$ cat config.mk
export PLATFORM = sky130hd
export DESIGN_NAME = cobs_frame_encoder
export DESIGN_NICKNAME = d
export VERILOG_FILES = /design/src/hw/rtl/cfe_pkg.sv /design/src/hw/rtl/cobs_frame_encoder.sv
export SDC_FILE = /design/constraint.sdc
export NUM_CORES = 1
export LEC_CHECK = 0
export BUFFER_PORTS_ARGS = -buffer_cell sky130_fd_sc_hd__buf_2
export CAP_MARGIN = 40
export CORE_ASPECT_RATIO = 0.7
export CORE_MARGIN = 2
export CORE_UTILIZATION = 55
export DETAILED_ROUTE_END_ITERATION = 10
export GPL_ROUTABILITY_DRIVEN = 0
export PLACE_DENSITY = 0.8
export SLEW_MARGIN = 20
export SYNTH_ARGS = -nofsm -noshare
export SYNTH_HDL_FRONTEND = slang
export SYNTH_SLANG_ARGS = --single-unit
$ cat constraint.sdc
create_clock -name clk -period 2.9 [get_ports clk]
set_clock_uncertainty 0.05 [all_clocks]
set_input_delay 0 -clock clk [delete_from_list [all_inputs] [get_ports clk]]
set_output_delay 0 -clock clk [all_outputs]
set_load 0.02 [all_outputs]
$ cat src/hw/rtl/cfe_pkg.sv
package cfe_pkg;

    // Largest number of bytes held in one group.
    localparam int GROUP_MAX = 32;
    // Width of the held byte count, which must reach GROUP_MAX itself.
    localparam int COUNT_W = 6;
    // Width of a group store address.
    localparam int ADDR_W = (GROUP_MAX > 1) ? $clog2(GROUP_MAX) : 1;

    localparam logic [7:0] DELIMITER = 8'h00;

    typedef struct packed {
        logic [7:0] data_byte;
        logic       last_byte;
    } cfe_in_t;

    typedef struct packed {
        logic [7:0] out_byte;
        logic       last_of_run;
        logic       frame_end;
        logic       dropped;
    } cfe_out_t;

endpackage

$ cat src/hw/rtl/cobs_frame_encoder.sv
// COBS frame encoder: one message byte in per item, encoded bytes out per item.
// A held byte is only stored. A byte that closes a group sends the group code, the held
// bytes, for a last zero (store not full) an empty final group, for a last byte the
// delimiter; input stalls meanwhile. With no receiver stall, one output byte per cycle,
// set by the output register and the store's read port.
// Reset (rst_n, asynchronous, active low) clears count, flags and state; no clearing pass.
module cobs_frame_encoder (
    input  logic             clk,
    input  logic             rst_n,
    input  logic             byte_valid,
    output logic             byte_stall,
    input  cfe_pkg::cfe_in_t byte_item,
    output logic             code_valid,
    input  logic             code_stall,
    output cfe_pkg::cfe_out_t code_item
);

    // Sequencer states. IDLE takes message bytes; CODE sends the group code;
    // DATA sends the held bytes from the store; DELIM sends the frame delimiter.
    localparam logic [1:0] S_IDLE  = 2'd0;
    localparam logic [1:0] S_CODE  = 2'd1;
    localparam logic [1:0] S_DATA  = 2'd2;
    localparam logic [1:0] S_DELIM = 2'd3;

    logic [1:0]                   state_reg, state_next;
    logic [cfe_pkg::COUNT_W-1:0]  count_reg, count_next;
    logic                         drop_reg, drop_next;
    // A trailing empty group is still owed after the current one.
    logic                         extra_reg, extra_next;
    // The frame delimiter is still owed after the groups.
    logic                         delim_reg, delim_next;
    logic [cfe_pkg::ADDR_W-1:0]   rd_ptr_reg, rd_ptr_next;

    cfe_pkg::cfe_out_t            out_reg, out_next;
    logic                         out_valid_reg, out_valid_next;

    // Group store: a synchronous memory with a registered read port.
    logic [7:0]                   mem [cfe_pkg::GROUP_MAX];
    logic [7:0]                   q_reg;
    logic                         wr_en;
    logic [cfe_pkg::ADDR_W-1:0]   wr_addr;

    logic accept;
    logic slot_free;
    logic full;

    assign byte_stall = (state_reg != S_IDLE);
    assign accept     = byte_valid && !byte_stall;
    // The output register can take a new byte when empty or being emptied now.
    assign slot_free  = !out_valid_reg || !code_stall;
    assign full       = (count_reg >= cfe_pkg::COUNT_W'(cfe_pkg::GROUP_MAX));
    assign wr_addr    = cfe_pkg::ADDR_W'(count_reg);

    assign code_valid = out_valid_reg;
    assign code_item  = out_reg;

    // The store is read every cycle at the next pointer, so q_reg always holds
    // the entry at rd_ptr_reg. A write to the same entry in the same cycle is
    // forwarded, which covers a closing byte written just before its group is read.
    always_ff @(posedge clk)
    begin
        if (wr_en)
        begin
            mem[wr_addr] <= byte_item.data_byte;
        end
        if (wr_en && (wr_addr == rd_ptr_next))
        begin
            q_reg <= byte_item.data_byte;
        end
        else
        begin
            q_reg <= mem[rd_ptr_next];
        end
    end

    always_comb
    begin
        state_next     = state_reg;
        count_next     = count_reg;
        drop_next      = drop_reg;
        extra_next     = extra_reg;
        delim_next     = delim_reg;
        rd_ptr_next    = rd_ptr_reg;
        out_next       = out_reg;
        out_valid_next = out_valid_reg && code_stall;
        wr_en          = 1'b0;

        case (state_reg)
            S_IDLE:
            begin
                rd_ptr_next = '0;
                if (accept)
                begin
                    if (byte_item.data_byte != cfe_pkg::DELIMITER)
                    begin
                        // Non-zero byte: hold it, or drop it when the store is full.
                        if (!full)
                        begin
                            wr_en      = 1'b1;
                            count_next = count_reg + 1'b1;
                        end
                        else
                        begin
                            drop_next = 1'b1;
                        end
                        if (byte_item.last_byte)
                        begin
                            extra_next = 1'b0;
                            delim_next = 1'b1;
                            state_next = S_CODE;
                        end
                    end
                    else
                    begin
                        // Zero byte closes the group. As the last byte it also owes an
                        // empty final group, unless the store is full, in which case
                        // that zero is dropped.
                        if (byte_item.last_byte && full)
                        begin
                            drop_next = 1'b1;
                        end
                        extra_next = byte_item.last_byte && !full;
                        delim_next = byte_item.last_byte;
                        state_next = S_CODE;
                    end
                end
            end

            S_CODE:
            begin
                if (slot_free)
                begin
                    out_valid_next      = 1'b1;
                    out_next.out_byte   = 8'(count_reg) + 8'd1;
                    out_next.frame_end  = 1'b0;
                    out_next.dropped    = drop_reg;
                    out_next.last_of_run = 1'b0;
                    rd_ptr_next         = '0;
                    if (count_reg == '0)
                    begin
                        // Empty group: the code is the whole group.
                        out_next.last_of_run = !extra_reg && !delim_reg;
                        if (extra_reg)
                        begin
                            extra_next = 1'b0;
                            state_next = S_CODE;
                        end
                        else if (delim_reg)
                        begin
                            state_next = S_DELIM;
                        end
                        else
                        begin
                            state_next = S_IDLE;
                        end
                    end
                    else
                    begin
                        state_next = S_DATA;
                    end
                end
            end

            S_DATA:
            begin
                if (slot_free)
                begin
                    out_valid_next       = 1'b1;
                    out_next.out_byte    = q_reg;
                    out_next.frame_end   = 1'b0;
                    out_next.dropped     = drop_reg;
                    out_next.last_of_run = 1'b0;
                    if (cfe_pkg::COUNT_W'(rd_ptr_reg) == (count_reg - 1'b1))
                    begin
                        // Final held byte: the group is done and the store is empty.
                        rd_ptr_next          = '0;
                        count_next           = '0;
                        out_next.last_of_run = !extra_reg && !delim_reg;
                        if (extra_reg)
                        begin
                            extra_next = 1'b0;
                            state_next = S_CODE;
                        end
                        else if (delim_reg)
                        begin
                            state_next = S_DELIM;
                        end
                        else
                        begin
                            state_next = S_IDLE;
                        end
                    end
                    else
                    begin
                        rd_ptr_next = rd_ptr_reg + 1'b1;
                    end
                end
            end

            S_DELIM:
            begin
                if (slot_free)
                begin
                    out_valid_next       = 1'b1;
                    out_next.out_byte    = cfe_pkg::DELIMITER;
                    out_next.frame_end   = 1'b1;
                    out_next.dropped     = drop_reg;
                    out_next.last_of_run = 1'b1;
                    // The frame is closed: the drop report and the group start afresh.
                    count_next           = '0;
                    drop_next            = 1'b0;
                    delim_next           = 1'b0;
                    state_next           = S_IDLE;
                end
            end

            default:
            begin
                state_next = S_IDLE;
            end
        endcase
    end

    always_ff @(posedge clk or negedge rst_n)
    begin
        if (!rst_n)
        begin
            state_reg     <= S_IDLE;
            count_reg     <= '0;
            drop_reg      <= 1'b0;
            extra_reg     <= 1'b0;
            delim_reg     <= 1'b0;
            rd_ptr_reg    <= '0;
            out_valid_reg <= 1'b0;
        end
        else
        begin
            state_reg     <= state_next;
            count_reg     <= count_next;
            drop_reg      <= drop_next;
            extra_reg     <= extra_next;
            delim_reg     <= delim_next;
            rd_ptr_reg    <= rd_ptr_next;
            out_valid_reg <= out_valid_next;
        end
    end

    always_ff @(posedge clk)
    begin
        out_reg <= out_next;
    end

endmodule

### Word-level counts from Yosys, hierarchy flattened

Memory sizes are Yosys's and may differ from the RTL's. A register that Yosys moved wholly into a read port is not among the register bits.
Cells that the tools add are included.

* bits in writable memories: 256
* memories: 1
* output and inout port bits: 13
* input port bits: 13
* bits in registers: 28
* logic and storage cells: 113

Memories
* mem: depth 32, width 8, rd ports 1, clocked after memory_dff 1, wr ports 1, RTL line cobs_frame_encoder.sv:38 `logic [7:0] mem [cfe_pkg::GROUP_MAX];`

* equal/unequal tests: 15
* $add $sub $neg: 4
* reductions and logical operators: 27
* multiplexer cells: 54
* order comparisons: 1

Operators by type and width (count)
* 6-bit 2-to-1 mux: 6
* 11-bit 2-to-1 mux: 3
* 11-bit one-hot mux with 3 select lines: 1
* 1-bit 2-to-1 mux: 25
* 2-bit 2-to-1 mux: 10
* 6-bit one-hot mux with 3 select lines: 1
* 2-bit != test, second input constant: 8
* 5-bit 2-to-1 mux: 3
* 5-bit one-hot mux with 3 select lines: 1
* 7-bit AND reduction: 2
* 3-bit != test, second input constant: 3
* 3-bit nonzero test: 3
* 2-bit one-hot mux with 4 select lines: 1
* 4-bit AND reduction: 2
* 8-bit nonzero test: 1
* 6-bit by 1-bit adder with 7-bit output, second input constant: 1
* 6-bit by 1-bit adder with 6-bit output, second input constant: 1
* 5-bit by 6-bit equality test with 1-bit output: 1
* 6-bit >= comparator, second input constant: 1
* 1-bit logical NOT: 6
* 6-bit logical NOT: 1
* 6-bit AND reduction: 1
* 6-bit by 1-bit subtractor with 6-bit output, second input constant: 1
* 5-bit by 1-bit adder with 5-bit output, second input constant: 1
* 10 further kinds: 17

### Longest topological paths before layout

* word-level depth: 7
* depth in mapped cells: 9
* mapped depth without buffers: 8

### Least setup slack after synthesis

OpenSTA, ideal clock, no wires.

* path kind: register -> register
* start: register count_reg[0] (netlist name)
* end: register count_reg[1] (netlist name)
* data required time: 2.728 ns
* clock period less this slack: 2.395 ns
* library setup time: 0.122 ns
* path buffers: 1
* slack: 0.505 ns
* arrival: 2.223 ns
* stages on the path, launching flop included: 9
* path through: dfrtp_1 > clkbuf_1 > inv_1 > ha_1 > or3_1 > a31o_2 > nor3_4 > o221ai_4 > a32o_1

* cells in the longest elaborated chain, start to end: 5
* elaborated cells on any way between the ends: 11
* classes of those cells: 2 x add/sub; 1 x order compare; 3 x eq/ne; 4 x mux; 1 x reduce/logical

Ends and longest elaborated chain
* start: declaration: RTL line cobs_frame_encoder.sv:26 `logic [cfe_pkg::COUNT_W-1:0] count_reg, count_next;`
* start signal: assignment: RTL line cobs_frame_encoder.sv:239 `count_reg <= count_next;`
* parallel branches: the longest is 5 deep, another holds 6-bit by 1-bit subtractor with 6-bit output

Several ways; the timed one is not identified. The select of a mux whose other input is x is not followed.
A chain may end at the register's enable or synchronous reset.

### Worst setup path in the final report

Ends and elaborated chain as after synthesis.

==> run metrics <==
Initial Util 0.5634; Ports 26; Post-Synthesis Cell Area ~12000 sq um; Avg Vias per Cell 6.288; yosys synthesis warning count 0; CTS Sinks between 200 and 300; Worst slew margin 0.4635; Worst Path Arrival 2.97 ns; fmax about 380 MHz; Residual DRC 0; number of global-route vias before repair 6198; H-Tree Depth 1; Max-Cap Viols 0; part of the cycle the worst path needs 0.8993; largest net degree at the start of global routing 35; Crit. End Element flop; post-DP HPWL 16.41 mm; global-route wire length before repair 38.63 mm; CTS resizes 0; cell row count between 40 and 50; CTS tree done; layout cells sized above 1 0.2468; fill count between 1000 and 1500; area added between synthesis and finish 13.87%; R2R Setup Slk 0.29 ns; WHS Path Cells 2; Largest register FFs 256; clk slew on worst S/H paths 0.07 ns; final number of hold-violating endpoints 0; vias 6219; Avg Inst Size Synth approximately 19 sq um; Pleak 0.004433 uW; Antenna Cells 0; reg2reg start count_reg[0]; beginning of the worst hold path byte_item[8]; critical path type flop to flop; status finished clean; crit path max fanout 11; total congestion overflow 0; RSZ-0062 raised after global routing false; worst setup margin 0.2919 ns; Final Setup Violations 0; Finished Layout Cells 989; Cells after Synth 630; max-slew violation count 0; wire per inst 25.24 um; Post-Syn Nets 652; RR Endpoint count_reg[1]; worst slack, placed 0.3819 ns; port bufs 25; PD cells 764.4 nW/um^2; register cell area after layout 8548 sq um; chip height 126.3 um; Worst VDD drop 0.6639 mV; Seq/Total Area, Yosys 0.7267; Most used DFF post-synth edfxtp_1; DRT Pass-1 Iters 5; area share of the largest cell type after synthesis 0.6820; Distinct cells, synth 59; drt initial violations 823; Placed Cells 926; placed instance area 12350 sq um; clk_lat worst skew 0.52 ns; core box area 20870 sq um; final net count 715; Worst R2R Path Depth 7; WHS Endpoint mem[5][7]; GRT Overall Usage 0.2324; Hold WC Path Type input pin to flop; CTS max path bufs 3; Synth area leader edfxtp_1; DIE AREA 22580 sq um; setup tns final 0 ns; DRT antenna net count 0; ys async rst share 0.05882; Area contributors post-synth edfxtp_1, mux4_2, dfrtp_1; Least-Margin Pin Slew 0.8018 ns; chip width around 180 um; Startpoint Class flop; flops & latches, synth 289; multi-input logic area approximately 3000 sq um; TritonCTS Buffers 26; number of synthesized flops with an enable pin 267; Fin Hold WS 0.01687 ns; Worst EP required 3.27 ns; initial antenna violation count 1; CTS root buf clkbuf_16; final wirelength 24.97 mm; post-layout minimum cycle time 2.608 ns; final instance area 13390 sq um
-- placed cells by master, fill, tap and decap left out, types with 4 or more instances in the layout --
cell             n
dlygate4sd3_1   12
nor4_1           4
edfxtp_1       267
a211oi_1         4
clkbuf_16       28
o21ai_0         10
nor3_1           4
o22ai_1         11
inv_1            9
clkinv_1         4
mux2i_1         17
xnor2_1          5
mux4_2          66
buf_2           25
a21o_1           7
nand3b_1         4
nand2b_1         6
nor2_1          48
nand3_1          7
dfrtp_1         17
a21oi_1         20
buf_4           27
nand2_1         23
nor2b_1          4
ha_1             9
clkbuf_1         9
-- how the worst max path moves through the flow --
| stage | startpoint | to | slack (ns) |
|---|---|---|---|
| after floorplan | count_reg[0] | count_reg[1] | 0.51 |
| after global placement | byte_item[1] | mem[10][3] | 0.33 |
| after detailed placement | count_reg[0] | count_reg[1] | 0.38 |
| after CTS | count_reg[0] | count_reg[1] | 0.35 |
| after global routing | count_reg[0] | count_reg[1] | 0.21 |
| final | count_reg[0] | count_reg[1] | 0.29 |
-- Yosys cell counts, drive strengths merged (2+ instances only) --
cell type,instances
o21ai,10
or3b,3
nor2b,4
a32o,2
nor4b,2
a211oi,4
nor4,5
a2111oi,2
nor3b,2
inv,9
ha,9
clkbuf,24
nor2,49
nand2b,6
o22ai,11
mux2,2
nand3,7
nand2,23
mux4,66
buf,9
o221ai,2
a21oi,20
a31oi,2
dfrtp,17
or3,3
xnor2,5
a21o,7
nand4,3
mux2i,17
edfxtp,267
a22o,3
nor3,5
nand3b,4
or2,3
dfxtp,5
-- what timing repair did --
action / in CTS / in global routing
buffers inserted: 0 / 0
endpoints found under the setup margin: 0 / 0
hold buffers: 12 / 0
hold endpoints to repair: 124 / 0
-- metal layers --
metal  vias up  global-route usage  routed length [um]
li1       2677                   -                   -
met1      3177              0.3589               10380
met2       327              0.3359               11380
met3        38             0.06505                2763
met4         0             0.05069                 449
met5         -                   0                   0
-- layout make-up --
cell class,count,area share
clock inverter,8,0.008412
multi-input combinational,299,0.2277
sequential,289,0.6386
tap,276,0.02580
timing repair buffer,68,0.03907
clock buffer,40,0.05795
inverter,9,0.002524
-- cells by family after synthesis --
| group | share of synthesized area |
|---|---|
| adder cells (fa/ha/maj) | 0.009579 |
| buffers and inverters | 0.01458 |
| AO/OA/AOI/OAI | 0.04555 |
| AND/OR/NAND/NOR | 0.05598 |
| flip-flops | 0.7267 |
| multiplexers | 0.1431 |
| XOR/XNOR | 0.004470 |
-- through the flow --
stage               total power [uW]    util
finish                         10230  0.6416
global route                   10540  0.6416
CTS                            10250  0.6401
detailed placement              6753  0.5918
global placement                6711  0.5915
floorplan                       6080       -
-- where the power goes --
group | leakage (uW) | internal, uW | switching, uW | total, uW
logic | 0.00135 | 826 | 999 | 1820
registers | 0.00266 | 4700 | 174 | 4880
clock network | 0.000426 | 2110 | 1430 | 3530
-- worst max-delay path: stages, from the launching register on --
cell	delay (ns)
dfrtp_1	0.59
inv_1	0.13
ha_1	0.30
or3_1	0.39
a31o_2	0.28
nor3_4	0.34
o221ai_4	0.18
a32o_1	0.24
Note: power is estimated with default switching activity, not from simulation.
